`src/hdl/otk_pkg.sv`:
```
// shared types and constants for the obj text tokenizer
package otk_pkg;

  localparam int IDENT_KEEP_BYTES_DEF = 8;

  // token queue between the lexer and the output channel (power of two)
  localparam int TOK_FIFO_DEPTH = 8;
  localparam int LEVEL_W = $clog2(TOK_FIFO_DEPTH + 1);

  typedef enum logic [2:0] {
    KIND_END        = 3'd0,
    KIND_NEWLINE    = 3'd1,
    KIND_SLASH      = 3'd2,
    KIND_IDENT      = 3'd3,
    KIND_INT        = 3'd4,
    KIND_FLOAT      = 3'd5,
    KIND_BAD_CHAR   = 3'd6,
    KIND_BAD_NUMBER = 3'd7
  } tok_kind_t;

  typedef struct packed {
    tok_kind_t          kind;
    logic               is_negative;
    logic [62:0]        mantissa;
    logic [7:0]         fraction_digits;
    logic signed [14:0] exponent_value;
    logic [63:0]        ident_bytes;
    logic [7:0]         ident_length;
    logic [23:0]        line_number;
    logic [15:0]        column_number;
    logic               last_of_run;
  } token_t;

  // up to two tokens produced by one byte, in order
  typedef struct packed {
    logic [1:0] count;
    token_t     first;
    token_t     second;
  } tok_push_t;

endpackage

```
`src/hdl/otk_ifs.sv`:
```
// valid/ready channel interfaces for text bytes and tokens
interface otk_byte_if;
  logic       valid;
  logic       ready;
  logic [7:0] in_byte;
  logic       end_of_input;

  modport source (output valid, in_byte, end_of_input, input ready);
  modport sink (input valid, in_byte, end_of_input, output ready);
endinterface

interface otk_token_if;
  logic               valid;
  logic               ready;
  logic [2:0]         token_kind;
  logic               is_negative;
  logic [62:0]        mantissa;
  logic [7:0]         fraction_digits;
  logic signed [14:0] exponent_value;
  logic [63:0]        ident_bytes;
  logic [7:0]         ident_length;
  logic [23:0]        line_number;
  logic [15:0]        column_number;
  logic               last_of_run;

  modport source (output valid, token_kind, is_negative, mantissa, fraction_digits,
                  exponent_value, ident_bytes, ident_length, line_number,
                  column_number, last_of_run, input ready);
  modport sink (input valid, token_kind, is_negative, mantissa, fraction_digits,
                exponent_value, ident_bytes, ident_length, line_number,
                column_number, last_of_run, output ready);
endinterface

```
`src/hdl/otk_lexer.sv`:
```
// byte input register, scanner state and per-byte token generation
module otk_lexer #(
  parameter int IDENT_KEEP_BYTES = otk_pkg::IDENT_KEEP_BYTES_DEF
) (
  input  logic                         clk,
  input  logic                         rst,
  otk_byte_if.sink                     text,
  input  logic [otk_pkg::LEVEL_W-1:0]  level,
  output otk_pkg::tok_push_t           push
);
  import otk_pkg::*;

  localparam logic [7:0] CH_NEWLINE = 8'h0A;
  localparam logic [7:0] CH_TAB     = 8'h09;
  localparam logic [7:0] CH_VT      = 8'h0B;
  localparam logic [7:0] CH_FF      = 8'h0C;
  localparam logic [7:0] CH_CR      = 8'h0D;
  localparam logic [7:0] CH_SPACE   = 8'h20;
  localparam logic [7:0] CH_HASH    = 8'h23;
  localparam logic [7:0] CH_PLUS    = 8'h2B;
  localparam logic [7:0] CH_MINUS   = 8'h2D;
  localparam logic [7:0] CH_POINT   = 8'h2E;
  localparam logic [7:0] CH_SLASH   = 8'h2F;
  localparam logic [7:0] CH_E_UP    = 8'h45;
  localparam logic [7:0] CH_UNDER   = 8'h5F;
  localparam logic [7:0] CH_E_LO    = 8'h65;

  localparam logic [62:0] MANT_MAX = {63{1'b1}};
  localparam logic [13:0] EXP_MAX  = 14'd9999;
  localparam logic [23:0] LINE_MAX = {24{1'b1}};
  localparam logic [15:0] COL_MAX  = {16{1'b1}};
  localparam logic [7:0]  CNT_MAX  = {8{1'b1}};

  typedef enum logic [2:0] {
    MODE_IDLE, MODE_COMMENT, MODE_IDENT, MODE_NUMBER, MODE_HALT
  } mode_t;

  typedef struct packed {
    logic is_float;
    logic has_sign;
    logic has_exp;
    logic exp_neg;
    logic neg;
    logic valid;
  } num_flags_t;

  typedef struct packed {
    num_flags_t  flags;
    logic [62:0] mant;
    logic [7:0]  frac;
    logic [13:0] expo;
  } num_t;

  typedef struct packed {
    logic taken;
    num_t num;
  } num_step_t;

  typedef logic [IDENT_KEEP_BYTES-1:0][7:0] ident_buf_t;

  // character classes
  function automatic logic is_letter(logic [7:0] c);
    return (c >= 8'h61 && c <= 8'h7A) || (c >= 8'h41 && c <= 8'h5A);
  endfunction

  function automatic logic is_digit(logic [7:0] c);
    return c >= 8'h30 && c <= 8'h39;
  endfunction

  function automatic logic is_blank(logic [7:0] c);
    return c == CH_SPACE || c == CH_TAB || c == CH_VT || c == CH_FF || c == CH_CR;
  endfunction

  // one byte offered to a number; flags may change even when the byte is refused
  function automatic num_step_t num_take(num_t s, logic [7:0] c);
    num_step_t   r;
    logic [3:0]  d;
    logic [66:0] prod;
    logic [16:0] ev;
    r.taken = 1'b1;
    r.num   = s;
    d       = c[3:0];
    prod    = ({4'd0, s.mant} << 3) + ({4'd0, s.mant} << 1) + {63'd0, d};
    ev      = ({3'd0, s.expo} << 3) + ({3'd0, s.expo} << 1) + {13'd0, d};
    if (c == CH_POINT) begin
      r.num.flags.valid = 1'b0;
      if (s.flags.is_float) r.taken = 1'b0;
      else r.num.flags.is_float = 1'b1;
    end else if (c == CH_MINUS || c == CH_PLUS) begin
      r.num.flags.valid = 1'b0;
      if (s.flags.has_sign) begin
        r.taken = 1'b0;
      end else begin
        if (c == CH_MINUS) begin
          if (s.flags.has_exp) r.num.flags.exp_neg = 1'b1;
          else r.num.flags.neg = 1'b1;
        end
        r.num.flags.has_sign = 1'b1;
      end
    end else if (c == CH_E_UP || c == CH_E_LO) begin
      r.num.flags.valid = 1'b0;
      if (s.flags.has_exp) begin
        r.taken = 1'b0;
      end else begin
        r.num.flags.is_float = 1'b1;
        r.num.flags.has_exp  = 1'b1;
        r.num.flags.has_sign = 1'b0;
      end
    end else if (is_digit(c)) begin
      r.num.flags.valid = 1'b1;
      if (s.flags.has_exp) begin
        r.num.expo = (ev > 17'd9999) ? EXP_MAX : ev[13:0];
      end else begin
        r.num.mant = (prod > {4'd0, MANT_MAX}) ? MANT_MAX : prod[62:0];
        if (s.flags.is_float && s.frac != CNT_MAX) r.num.frac = s.frac + 8'd1;
      end
    end else begin
      r.taken = 1'b0;
    end
    return r;
  endfunction

  // token builders
  function automatic token_t simple_tok(tok_kind_t k, logic [23:0] ln, logic [15:0] cl);
    token_t t;
    t               = '0;
    t.kind          = k;
    t.line_number   = ln;
    t.column_number = cl;
    return t;
  endfunction

  function automatic token_t num_tok(num_t n, logic [23:0] ln, logic [15:0] cl);
    token_t t;
    t = simple_tok(KIND_BAD_NUMBER, ln, cl);
    if (n.flags.valid) begin
      t.is_negative = n.flags.neg;
      t.mantissa    = n.mant;
      if (n.flags.is_float) begin
        t.kind            = KIND_FLOAT;
        t.fraction_digits = n.frac;
        t.exponent_value  = n.flags.exp_neg ? -{1'b0, n.expo} : {1'b0, n.expo};
      end else begin
        t.kind = KIND_INT;
      end
    end
    return t;
  endfunction

  function automatic token_t ident_tok(ident_buf_t b, logic [7:0] len, logic [23:0] ln,
                                       logic [15:0] cl);
    token_t t;
    t              = simple_tok(KIND_IDENT, ln, cl);
    t.ident_bytes  = 64'(b);
    t.ident_length = len;
    return t;
  endfunction

  // input register and scanner state
  logic        item_q;
  logic [7:0]  byte_q;
  logic        eoi_q;
  mode_t       mode, mode_next;
  num_t        num, num_next;
  ident_buf_t  ident_buf, ident_buf_next;
  logic [7:0]  ident_count, ident_count_next;
  logic [23:0] line_count, line_next;
  logic [15:0] column_count, col_next;

  logic [23:0] line_sat;
  logic [15:0] col_sat;
  num_step_t   step, start;
  token_t      ended, fresh, tok_a, tok_b;
  logic        ended_ok, fresh_ok, start_idle;
  logic [LEVEL_W:0] need;

  // room for this byte's tokens on top of those the byte in flight may write
  assign need = (LEVEL_W+1)'(level) + ((LEVEL_W+1)'(item_q) << 1) + (LEVEL_W+1)'(2);
  assign text.ready = need <= (LEVEL_W+1)'(TOK_FIFO_DEPTH);

  assign line_sat = (line_count == LINE_MAX) ? line_count : line_count + 24'd1;
  assign col_sat  = (column_count == COL_MAX) ? column_count : column_count + 16'd1;
  assign step     = num_take(num, byte_q);
  assign start    = num_take('0, byte_q);

  // next state and tokens for the registered byte
  always_comb begin
    mode_next        = mode;
    num_next         = num;
    ident_buf_next   = ident_buf;
    ident_count_next = ident_count;
    line_next        = line_count;
    col_next         = column_count;
    ended            = '0;
    ended_ok         = 1'b0;
    fresh            = '0;
    fresh_ok         = 1'b0;
    start_idle       = 1'b0;
    if (eoi_q) begin
      if (mode == MODE_IDENT) begin
        ended    = ident_tok(ident_buf, ident_count, line_count, column_count);
        ended_ok = 1'b1;
      end else if (mode == MODE_NUMBER) begin
        ended    = num_tok(num, line_count, column_count);
        ended_ok = 1'b1;
      end
      fresh            = simple_tok(KIND_END, line_count, column_count);
      fresh_ok         = 1'b1;
      mode_next        = MODE_IDLE;
      num_next         = '0;
      ident_buf_next   = '0;
      ident_count_next = '0;
      line_next        = '0;
      col_next         = '0;
    end else begin
      case (mode)
        MODE_HALT: begin
        end
        MODE_COMMENT: begin
          if (byte_q == CH_NEWLINE) begin
            line_next = line_sat;
            col_next  = '0;
            mode_next = MODE_IDLE;
          end
        end
        MODE_IDENT: begin
          if (is_letter(byte_q) || is_digit(byte_q) || byte_q == CH_UNDER) begin
            for (int i = 0; i < IDENT_KEEP_BYTES; i++) begin
              if (ident_count == 8'(i)) ident_buf_next[i] = byte_q;
            end
            if (ident_count != CNT_MAX) ident_count_next = ident_count + 8'd1;
            col_next = col_sat;
          end else begin
            ended      = ident_tok(ident_buf, ident_count, line_count, column_count);
            ended_ok   = 1'b1;
            mode_next  = MODE_IDLE;
            start_idle = 1'b1;
          end
        end
        MODE_NUMBER: begin
          num_next = step.num;
          if (step.taken) begin
            col_next = col_sat;
          end else begin
            ended    = num_tok(step.num, line_count, column_count);
            ended_ok = 1'b1;
            if (step.num.flags.valid) begin
              mode_next  = MODE_IDLE;
              start_idle = 1'b1;
            end else begin
              mode_next = MODE_HALT;
            end
          end
        end
        default: begin
          start_idle = 1'b1;
        end
      endcase

      // byte that opens something new
      if (start_idle) begin
        if (byte_q == CH_NEWLINE) begin
          line_next = line_sat;
          col_next  = '0;
          fresh     = simple_tok(KIND_NEWLINE, line_sat, '0);
          fresh_ok  = 1'b1;
        end else if (is_blank(byte_q)) begin
          col_next = col_sat;
        end else if (byte_q == CH_SLASH) begin
          col_next = col_sat;
          fresh    = simple_tok(KIND_SLASH, line_count, col_sat);
          fresh_ok = 1'b1;
        end else if (byte_q == CH_HASH) begin
          mode_next = MODE_COMMENT;
        end else if (is_letter(byte_q) || byte_q == CH_UNDER) begin
          mode_next         = MODE_IDENT;
          ident_buf_next    = '0;
          ident_buf_next[0] = byte_q;
          ident_count_next  = 8'd1;
          col_next          = col_sat;
        end else if (is_digit(byte_q) || byte_q == CH_MINUS || byte_q == CH_PLUS ||
                     byte_q == CH_POINT) begin
          mode_next = MODE_NUMBER;
          num_next  = start.num;
          col_next  = col_sat;
        end else begin
          fresh     = simple_tok(KIND_BAD_CHAR, line_count, column_count);
          fresh_ok  = 1'b1;
          mode_next = MODE_HALT;
        end
      end
    end
  end

  // order the tokens and mark the last one
  always_comb begin
    tok_a = ended_ok ? ended : fresh;
    tok_b = fresh;
    tok_a.last_of_run = !(ended_ok && fresh_ok);
    tok_b.last_of_run = 1'b1;
    push.count  = item_q ? (2'(ended_ok) + 2'(fresh_ok)) : 2'd0;
    push.first  = tok_a;
    push.second = tok_b;
  end

  // input register and state update
  always_ff @(posedge clk) begin
    if (rst) begin
      item_q       <= 1'b0;
      mode         <= MODE_IDLE;
      num          <= '0;
      ident_buf    <= '0;
      ident_count  <= '0;
      line_count   <= '0;
      column_count <= '0;
    end else begin
      item_q <= text.valid && text.ready;
      if (item_q) begin
        mode         <= mode_next;
        num          <= num_next;
        ident_buf    <= ident_buf_next;
        ident_count  <= ident_count_next;
        line_count   <= line_next;
        column_count <= col_next;
      end
    end
  end

  always_ff @(posedge clk) begin
    if (text.valid && text.ready) begin
      byte_q <= text.in_byte;
      eoi_q  <= text.end_of_input;
    end
  end

  // end of input always leaves a fresh scanner behind
  a_eoi_clears: assert property (@(posedge clk) disable iff (rst)
    item_q && eoi_q |=> mode == MODE_IDLE && line_count == '0 && column_count == '0)
    else $error("state not cleared after end of input");

  // a halted scanner stays silent until end of input
  a_halt_quiet: assert property (@(posedge clk) disable iff (rst)
    item_q && !eoi_q && mode == MODE_HALT |-> push.count == 2'd0)
    else $error("token produced while halted");

  // end of input always yields at least the end token
  a_eoi_token: assert property (@(posedge clk) disable iff (rst)
    item_q && eoi_q |-> push.count != 2'd0 && push.count != 2'd3)
    else $error("end of input without end token");

  // only the final token of a pair carries the last flag
  a_last_order: assert property (@(posedge clk) disable iff (rst)
    push.count == 2'd2 |-> push.second.last_of_run && !push.first.last_of_run)
    else $error("last flag misplaced in token pair");

endmodule

```
`src/hdl/otk_token_fifo.sv`:
```
// token queue that takes up to two tokens a cycle and releases one when the receiver is ready
module otk_token_fifo (
  input  logic                         clk,
  input  logic                         rst,
  input  otk_pkg::tok_push_t           push,
  output logic [otk_pkg::LEVEL_W-1:0]  level,
  otk_token_if.source                  tokens
);
  import otk_pkg::*;

  localparam int PTR_W = $clog2(TOK_FIFO_DEPTH);

  token_t             slots [TOK_FIFO_DEPTH];
  logic [PTR_W-1:0]   wr_ptr;
  logic [PTR_W-1:0]   rd_ptr;
  logic [LEVEL_W-1:0] count;
  logic               pop;
  token_t             head;

  assign pop   = tokens.valid && tokens.ready;
  assign level = count;
  assign head  = slots[rd_ptr];

  // output channel driven from the head slot
  assign tokens.valid           = count != '0;
  assign tokens.token_kind      = head.kind;
  assign tokens.is_negative     = head.is_negative;
  assign tokens.mantissa        = head.mantissa;
  assign tokens.fraction_digits = head.fraction_digits;
  assign tokens.exponent_value  = head.exponent_value;
  assign tokens.ident_bytes     = head.ident_bytes;
  assign tokens.ident_length    = head.ident_length;
  assign tokens.line_number     = head.line_number;
  assign tokens.column_number   = head.column_number;
  assign tokens.last_of_run     = head.last_of_run;

  // pointers and fill level
  always_ff @(posedge clk) begin
    if (rst) begin
      wr_ptr <= '0;
      rd_ptr <= '0;
      count  <= '0;
    end else begin
      wr_ptr <= wr_ptr + PTR_W'(push.count);
      rd_ptr <= rd_ptr + PTR_W'(pop);
      count  <= count + LEVEL_W'(push.count) - LEVEL_W'(pop);
    end
  end

  // token storage
  always_ff @(posedge clk) begin
    if (push.count != 2'd0) slots[wr_ptr] <= push.first;
    if (push.count == 2'd2) slots[wr_ptr + PTR_W'(1)] <= push.second;
  end

  // the lexer's reservation must keep every write in bounds
  a_no_overflow: assert property (@(posedge clk) disable iff (rst)
    push.count != 2'd0 |-> ((LEVEL_W+1)'(count) + (LEVEL_W+1)'(push.count)) <=
                           (LEVEL_W+1)'(TOK_FIFO_DEPTH))
    else $error("token queue overflow");

  // a write into an empty queue shows up on the next cycle
  a_empty_fill: assert property (@(posedge clk) disable iff (rst)
    count == '0 && push.count != 2'd0 |=> tokens.valid)
    else $error("written token not presented");

  // level drops by one on a read without a write
  a_level_track: assert property (@(posedge clk) disable iff (rst)
    pop && push.count == 2'd0 |=> count == $past(count) - LEVEL_W'(1))
    else $error("fill level out of step");

endmodule

```
`src/hdl/obj_text_tokenizer_unit.sv`:
```
// top level of the obj text tokenizer
//
// Channel text carries one character per transaction (in_byte) or an end
// marker (end_of_input). Channel tokens carries one token per transaction with
// its kind, number fields, identifier fields, line and column, and
// last_of_run on the final token that a byte gives.
// The accepted byte is held in an input register; in the next cycle the
// scanner logic updates its state and writes zero, one or two tokens into an
// eight-entry token queue, whose head drives the tokens channel.
// A token is valid once its byte has passed the input register and has been
// written into the token queue.
// Throughput: one byte per cycle while text.ready is high; a byte that gives
// two tokens needs two output transactions, so a run of those is limited by
// the token channel.
// text.ready depends on the queue level and on the registered byte: it is
// high while the queue can hold two more tokens beyond those that byte may
// write. When the receiver stalls the queue fills and text.ready falls;
// nothing is lost. Reset (synchronous, active high) empties the queue and
// returns the scanner to line 0, column 0, between tokens. An end marker
// returns the scanner there after its tokens but does not empty the queue.
module obj_text_tokenizer_unit #(
  parameter int IDENT_KEEP_BYTES = otk_pkg::IDENT_KEEP_BYTES_DEF
) (
  input  logic        clk,
  input  logic        rst,
  otk_byte_if.sink    text,
  otk_token_if.source tokens
);
  import otk_pkg::*;

  tok_push_t          push;
  logic [LEVEL_W-1:0] level;

  // scanner with its input register
  otk_lexer #(
    .IDENT_KEEP_BYTES(IDENT_KEEP_BYTES)
  ) u_lexer (
    .clk   (clk),
    .rst   (rst),
    .text  (text),
    .level (level),
    .push  (push)
  );

  // token queue toward the receiver
  otk_token_fifo u_fifo (
    .clk    (clk),
    .rst    (rst),
    .push   (push),
    .level  (level),
    .tokens (tokens)
  );

endmodule
```
`src/flat_wrapper.sv`:
```
// flat-port wrapper written by rule: the top's interface ports become plain ports
module obj_text_tokenizer_unit_flat import otk_pkg::*;
#(
  parameter int IDENT_KEEP_BYTES = otk_pkg::IDENT_KEEP_BYTES_DEF
)
  (clk, rst, text_valid, text_in_byte, text_end_of_input, text_ready, tokens_valid, tokens_token_kind, tokens_is_negative, tokens_mantissa, tokens_fraction_digits, tokens_exponent_value, tokens_ident_bytes, tokens_ident_length, tokens_line_number, tokens_column_number, tokens_last_of_run, tokens_ready);
  otk_byte_if text_i ();
  otk_token_if tokens_i ();
  input  logic clk;
  input  logic rst;
  input wire logic [$bits(text_i.valid)-1:0] text_valid;
  input wire logic [$bits(text_i.in_byte)-1:0] text_in_byte;
  input wire logic [$bits(text_i.end_of_input)-1:0] text_end_of_input;
  output wire logic [$bits(text_i.ready)-1:0] text_ready;
  output wire logic [$bits(tokens_i.valid)-1:0] tokens_valid;
  output wire logic [$bits(tokens_i.token_kind)-1:0] tokens_token_kind;
  output wire logic [$bits(tokens_i.is_negative)-1:0] tokens_is_negative;
  output wire logic [$bits(tokens_i.mantissa)-1:0] tokens_mantissa;
  output wire logic [$bits(tokens_i.fraction_digits)-1:0] tokens_fraction_digits;
  output wire logic [$bits(tokens_i.exponent_value)-1:0] tokens_exponent_value;
  output wire logic [$bits(tokens_i.ident_bytes)-1:0] tokens_ident_bytes;
  output wire logic [$bits(tokens_i.ident_length)-1:0] tokens_ident_length;
  output wire logic [$bits(tokens_i.line_number)-1:0] tokens_line_number;
  output wire logic [$bits(tokens_i.column_number)-1:0] tokens_column_number;
  output wire logic [$bits(tokens_i.last_of_run)-1:0] tokens_last_of_run;
  input wire logic [$bits(tokens_i.ready)-1:0] tokens_ready;
  assign text_i.valid = text_valid;
  assign text_i.in_byte = text_in_byte;
  assign text_i.end_of_input = text_end_of_input;
  assign text_ready = text_i.ready;
  assign tokens_valid = tokens_i.valid;
  assign tokens_token_kind = tokens_i.token_kind;
  assign tokens_is_negative = tokens_i.is_negative;
  assign tokens_mantissa = tokens_i.mantissa;
  assign tokens_fraction_digits = tokens_i.fraction_digits;
  assign tokens_exponent_value = tokens_i.exponent_value;
  assign tokens_ident_bytes = tokens_i.ident_bytes;
  assign tokens_ident_length = tokens_i.ident_length;
  assign tokens_line_number = tokens_i.line_number;
  assign tokens_column_number = tokens_i.column_number;
  assign tokens_last_of_run = tokens_i.last_of_run;
  assign tokens_i.ready = tokens_ready;
  obj_text_tokenizer_unit #(.IDENT_KEEP_BYTES(IDENT_KEEP_BYTES)) u_core (.clk(clk), .rst(rst), .text(text_i), .tokens(tokens_i));
endmodule
```
`config.mk`:
```
export PLATFORM = sky130hd
export DESIGN_NAME = obj_text_tokenizer_unit_flat
export DESIGN_NICKNAME = d
export VERILOG_FILES = /design/src/hdl/otk_pkg.sv /design/src/hdl/otk_ifs.sv /design/src/hdl/otk_lexer.sv /design/src/hdl/otk_token_fifo.sv /design/src/hdl/obj_text_tokenizer_unit.sv /design/src/flat_wrapper.sv
export SDC_FILE = /design/constraint.sdc
export NUM_CORES = 2
export LEC_CHECK = 0
export BUFFER_PORTS_ARGS = -buffer_cell sky130_fd_sc_hd__clkbuf_2
export CELL_PAD_IN_SITES_DETAIL_PLACEMENT = 1
export CELL_PAD_IN_SITES_GLOBAL_PLACEMENT = 1
export CORE_UTILIZATION = 45
export CTS_CLUSTER_DIAMETER = 60
export DETAILED_ROUTE_END_ITERATION = 6
export HOLD_SLACK_MARGIN = 0.1
export PLACE_DENSITY_LB_ADDON = 0.1
export SYNTH_ARGS = -nofsm -noshare
export SYNTH_HDL_FRONTEND = slang
export SYNTH_SLANG_ARGS = --single-unit
```
`constraint.sdc`:
```
create_clock -name clk -period 5.8 [get_ports clk]
set_clock_uncertainty 0.05 [all_clocks]
set_input_delay 0.87 -clock clk [delete_from_list [all_inputs] [get_ports clk]]
set_output_delay 0.87 -clock clk [all_outputs]
set_load 0.02 [all_outputs]
```
==> metrics.yaml <==
r2r_cells: 20
min_path_type: "input pin to register"
nets: 8432
clk_pin_slew_ns: 0.06
p_per_area_nw_per_um2: 323
layout_common_cells: "dfxtp_1, o21ai_0, nand2_1, nand3_1, a22o_1"
worstHoldStart: "text_end_of_input"
num_vias: 71565
cts_tree: "built"
numCtsBuffers: 203
ys_types: 101
grt_pass1_wl_mm: 479
syn_nets: 8537
synthArstFlopShare_pct: 0
status: "finished with violations"
avgSynthCellArea_sq_um: 10.2
p_leak_nw: 34.2
initial_utilization_pct: 45.4
seq_area_sq_um: 40600
drc_errors: 13
failed_checks: "design-rule violations"
grt_max_degree: 131
ios: 218
wl_per_cell_um: 29.5
maxCapViolations: 0
whs_path_depth: 1
synth_top_area_share_pct: 35.1
rrSetupSlack_ns: 0.29
worstPathRequired_ns: 6.52
fmax_ghz: 0.181
insertion_delay_ns: 0.86
relSlewSlack_pct: 20.4
postRouteAntennaNets: 0
syn_to_final_growth_pct: 13.1
clockBufferDepth: 3
die_x_um: 437
grt_pass1_vias: 73619
hold_viol_final: 0
synth_edf_count: 353
cp.arrival_ns: 6.24
post-dp-hpwl_mm: 192
vias_per_cell: 6.56
crit_path_start_kind: "register"
cts_root_buf: "clkbuf_16"
setup_viol: 0
grt-ovfl-total: 0
synth_area_leader_cell: "dfxtp_1"
grt_util_all_layers_pct: 32.8
final_common_cell: "dfxtp_1"
drt-initial-drc-count: 6805
tightest_slew_ns: 1.19
fin_util_pct: 51.3
worstReg2RegStart: "u_core.u_lexer.byte_q[2]$_DFFE_PP_"
n_fill_cell: 20099
multi_input_area_sq_um: 42000
h-tree-depth: 4
post-route-min-period_ns: 5.51
crit_fanout: 8
r2r_end: "u_core.u_fifo.slots[0][123]$_SDFFE_PP0P_"
synthFlopType: "dfxtp_1"
netlist_top_cells_area: "dfxtp_1, edfxtp_1, mux4_2"
ys_ff_latch: 1850
core_area_sq_um: 188000
grt_setup_unrepaired: "yes"
period_share_pct: 95.1
ctsHoldBuffers: 0
whs_endpoint: "u_core.u_lexer.eoi_q$_DFFE_PP_"
drive_above_1_share_pct: 18.2
die_h_um: 437
worstSetupPathType: "register to register"
num_rows: 159
ys_warn_count: 0
netlist_area_sq_um: 85300
dr.pass1.iters: 7
ys_seq_area_share_pct: 47.6
portBuffers: 217
grt_antenna_before_repair: 12
dieArea_sq_um: 191000
ir_worst_vdd_uv: 258
routed_wirelength_mm: 321
maxSlewViolCount: 0
netlist_instances: 8342
cts_sinks: 1850
crit_path_end_kind: "register"
place_congestion: 0.913
fin_hold_ws_ns: 0.165
logic make-up (layout without fill, tap and decap cells):
| group | Yosys count | after routing | share of synthesized area [%] |
|---|---|---|---|
| AOI/OAI and AO/OA | 2567 | 2567 | 20.0 |
| and+or+nand+nor | 2184 | 2184 | 11.4 |
| DFF | 1850 | 1850 | 47.6 |
| buffers and inverters | 845 | 911 | 3.80 |
| muxes | 618 | 618 | 13.5 |
| adders and majority gates | 182 | 182 | 2.72 |
| xor gates and xnor gates | 96 | 96 | 0.986 |
| other | 0 | 1 | 0 |
cells in the mapped netlist, types with 16 or more instances:
master     count
a21o_1        45
nor2_1       301
o21bai_1      18
xor2_1        38
mux4_2       406
o211ai_1      16
o21ai_1       40
o221ai_1     208
inv_1         73
xnor2_1       58
and2_1        34
mux2_2       204
buf_2         19
nor2b_1       26
nand2b_1      29
o2bb2ai_1     51
nor3_1        53
nand4_1       33
nand2_1      988
nand3_1      588
edfxtp_1     353
or3_1         28
ha_1         176
o22ai_1       33
a21oi_1      248
a31oi_1       55
dfxtp_1     1497
a22o_1       514
and3_1        27
buf_1         77
o21ai_0     1082
clkbuf_1     664
a211oi_1      32
o21a_1        18
a22oi_1       56
per-stage QoR:
stage	std cells	cell area, sq um	total power [mW]	setup WS, ns	TNS, ns
floorplan	8342	85300	16.5	0.0905	0
global placement	10525	89600	18.3	0.0750	0
detailed placement	10525	89600	18.3	0.0140	0
CTS	10901	96400	31.4	0.0815	0
global route	10904	96500	32.1	-0.0200	-0.0791
finish	10904	96500	31.2	0.287	0
area by class of cell:
cell class | count | share of cell area, %
diodes | 1 | 0.00259
clock buffers | 309 | 6.24
clock inverters | 67 | 0.822
inverters | 74 | 0.307
multi-input cells | 5647 | 43.5
flip-flops and latches | 1850 | 42.1
well taps | 2495 | 3.24
repair buffers | 461 | 3.80
worst max path at each step:
stage	slack, ns	from	endpoint	cells past startpoint
after CTS	0.08	u_core.u_lexer.num[0]$_SDFFE_PP0P_	u_core.u_fifo.slots[4][127]$_SDFFE_PP0P_	17
after detailed placement	0.01	u_core.u_lexer.num[0]$_SDFFE_PP0P_	u_core.u_fifo.slots[4][125]$_SDFFE_PP0P_	18
final	0.29	u_core.u_lexer.byte_q[2]$_DFFE_PP_	u_core.u_fifo.slots[0][123]$_SDFFE_PP0P_	20
after global routing	-0.02	u_core.u_lexer.byte_q[3]$_DFFE_PP_	u_core.u_fifo.slots[3][156]$_SDFFE_PP0P_	17
after global placement	0.07	u_core.u_lexer.num[0]$_SDFFE_PP0P_	u_core.u_fifo.slots[4][125]$_SDFFE_PP0P_	18
after floorplan	0.09	u_core.u_lexer.byte_q[3]$_DFFE_PP_	u_core.u_fifo.slots[1][10]$_DFFE_PP_	22
flip-flops by register name, indices dropped and copies added, names as in the netlist, 4 cells and up:
signal,flops
u_core.u_lexer.num,91
u_core.u_lexer.ident_count,8
u_core.u_fifo.level,4
u_core.u_lexer.line_count,24
u_core.u_lexer.ident_buf,64
u_core.u_fifo.slots,1624
u_core.u_lexer.column_count,16
u_core.u_lexer.byte_q,8
per-layer routing:
layer / up-vias / track usage, % / wire length [um]
li1: 31186 / - / -
met1: 36980 / 44.6 / 139000
met3: 631 / 4.49 / 20700
met4: 4 / 10.9 / 10300
met2: 2764 / 53.7 / 151000
met5: - / 0 / 22
power by group:
part | switching [mW] | internal (mW)
Combinational | 3.04 | 1.65
Clock | 5.60 | 7.56
Sequential | 0.185 | 13.2
worst max-delay path: stages, from the launching register on:
cell	delay (ns)
edfxtp_1	0.39
ha_1	0.31
ha_1	0.23
fa_1	0.51
a211oi_4	0.29
nor2_1	0.08
xor2_1	0.16
or4_1	0.53
a311o_1	0.38
a21oi_1	0.20
nand2_1	0.16
o22ai_1	0.23
ha_1	0.24
o221ai_2	0.16
a2111oi_2	0.36
a21oi_1	0.19
o31ai_1	0.35
xnor2_1	0.18
a22oi_2	0.08
buf_4	0.19
o21ai_0	0.16
timing repair:
action | in CTS | in global routing
gates resized for setup | 1 | 11
pin swaps | 0 | 3
hold endpoints to repair | 0 | 0
setup endpoints to repair | 11 | 55
setup buffers | 0 | 2
Note: power is estimated with default switching activity, not from simulation.
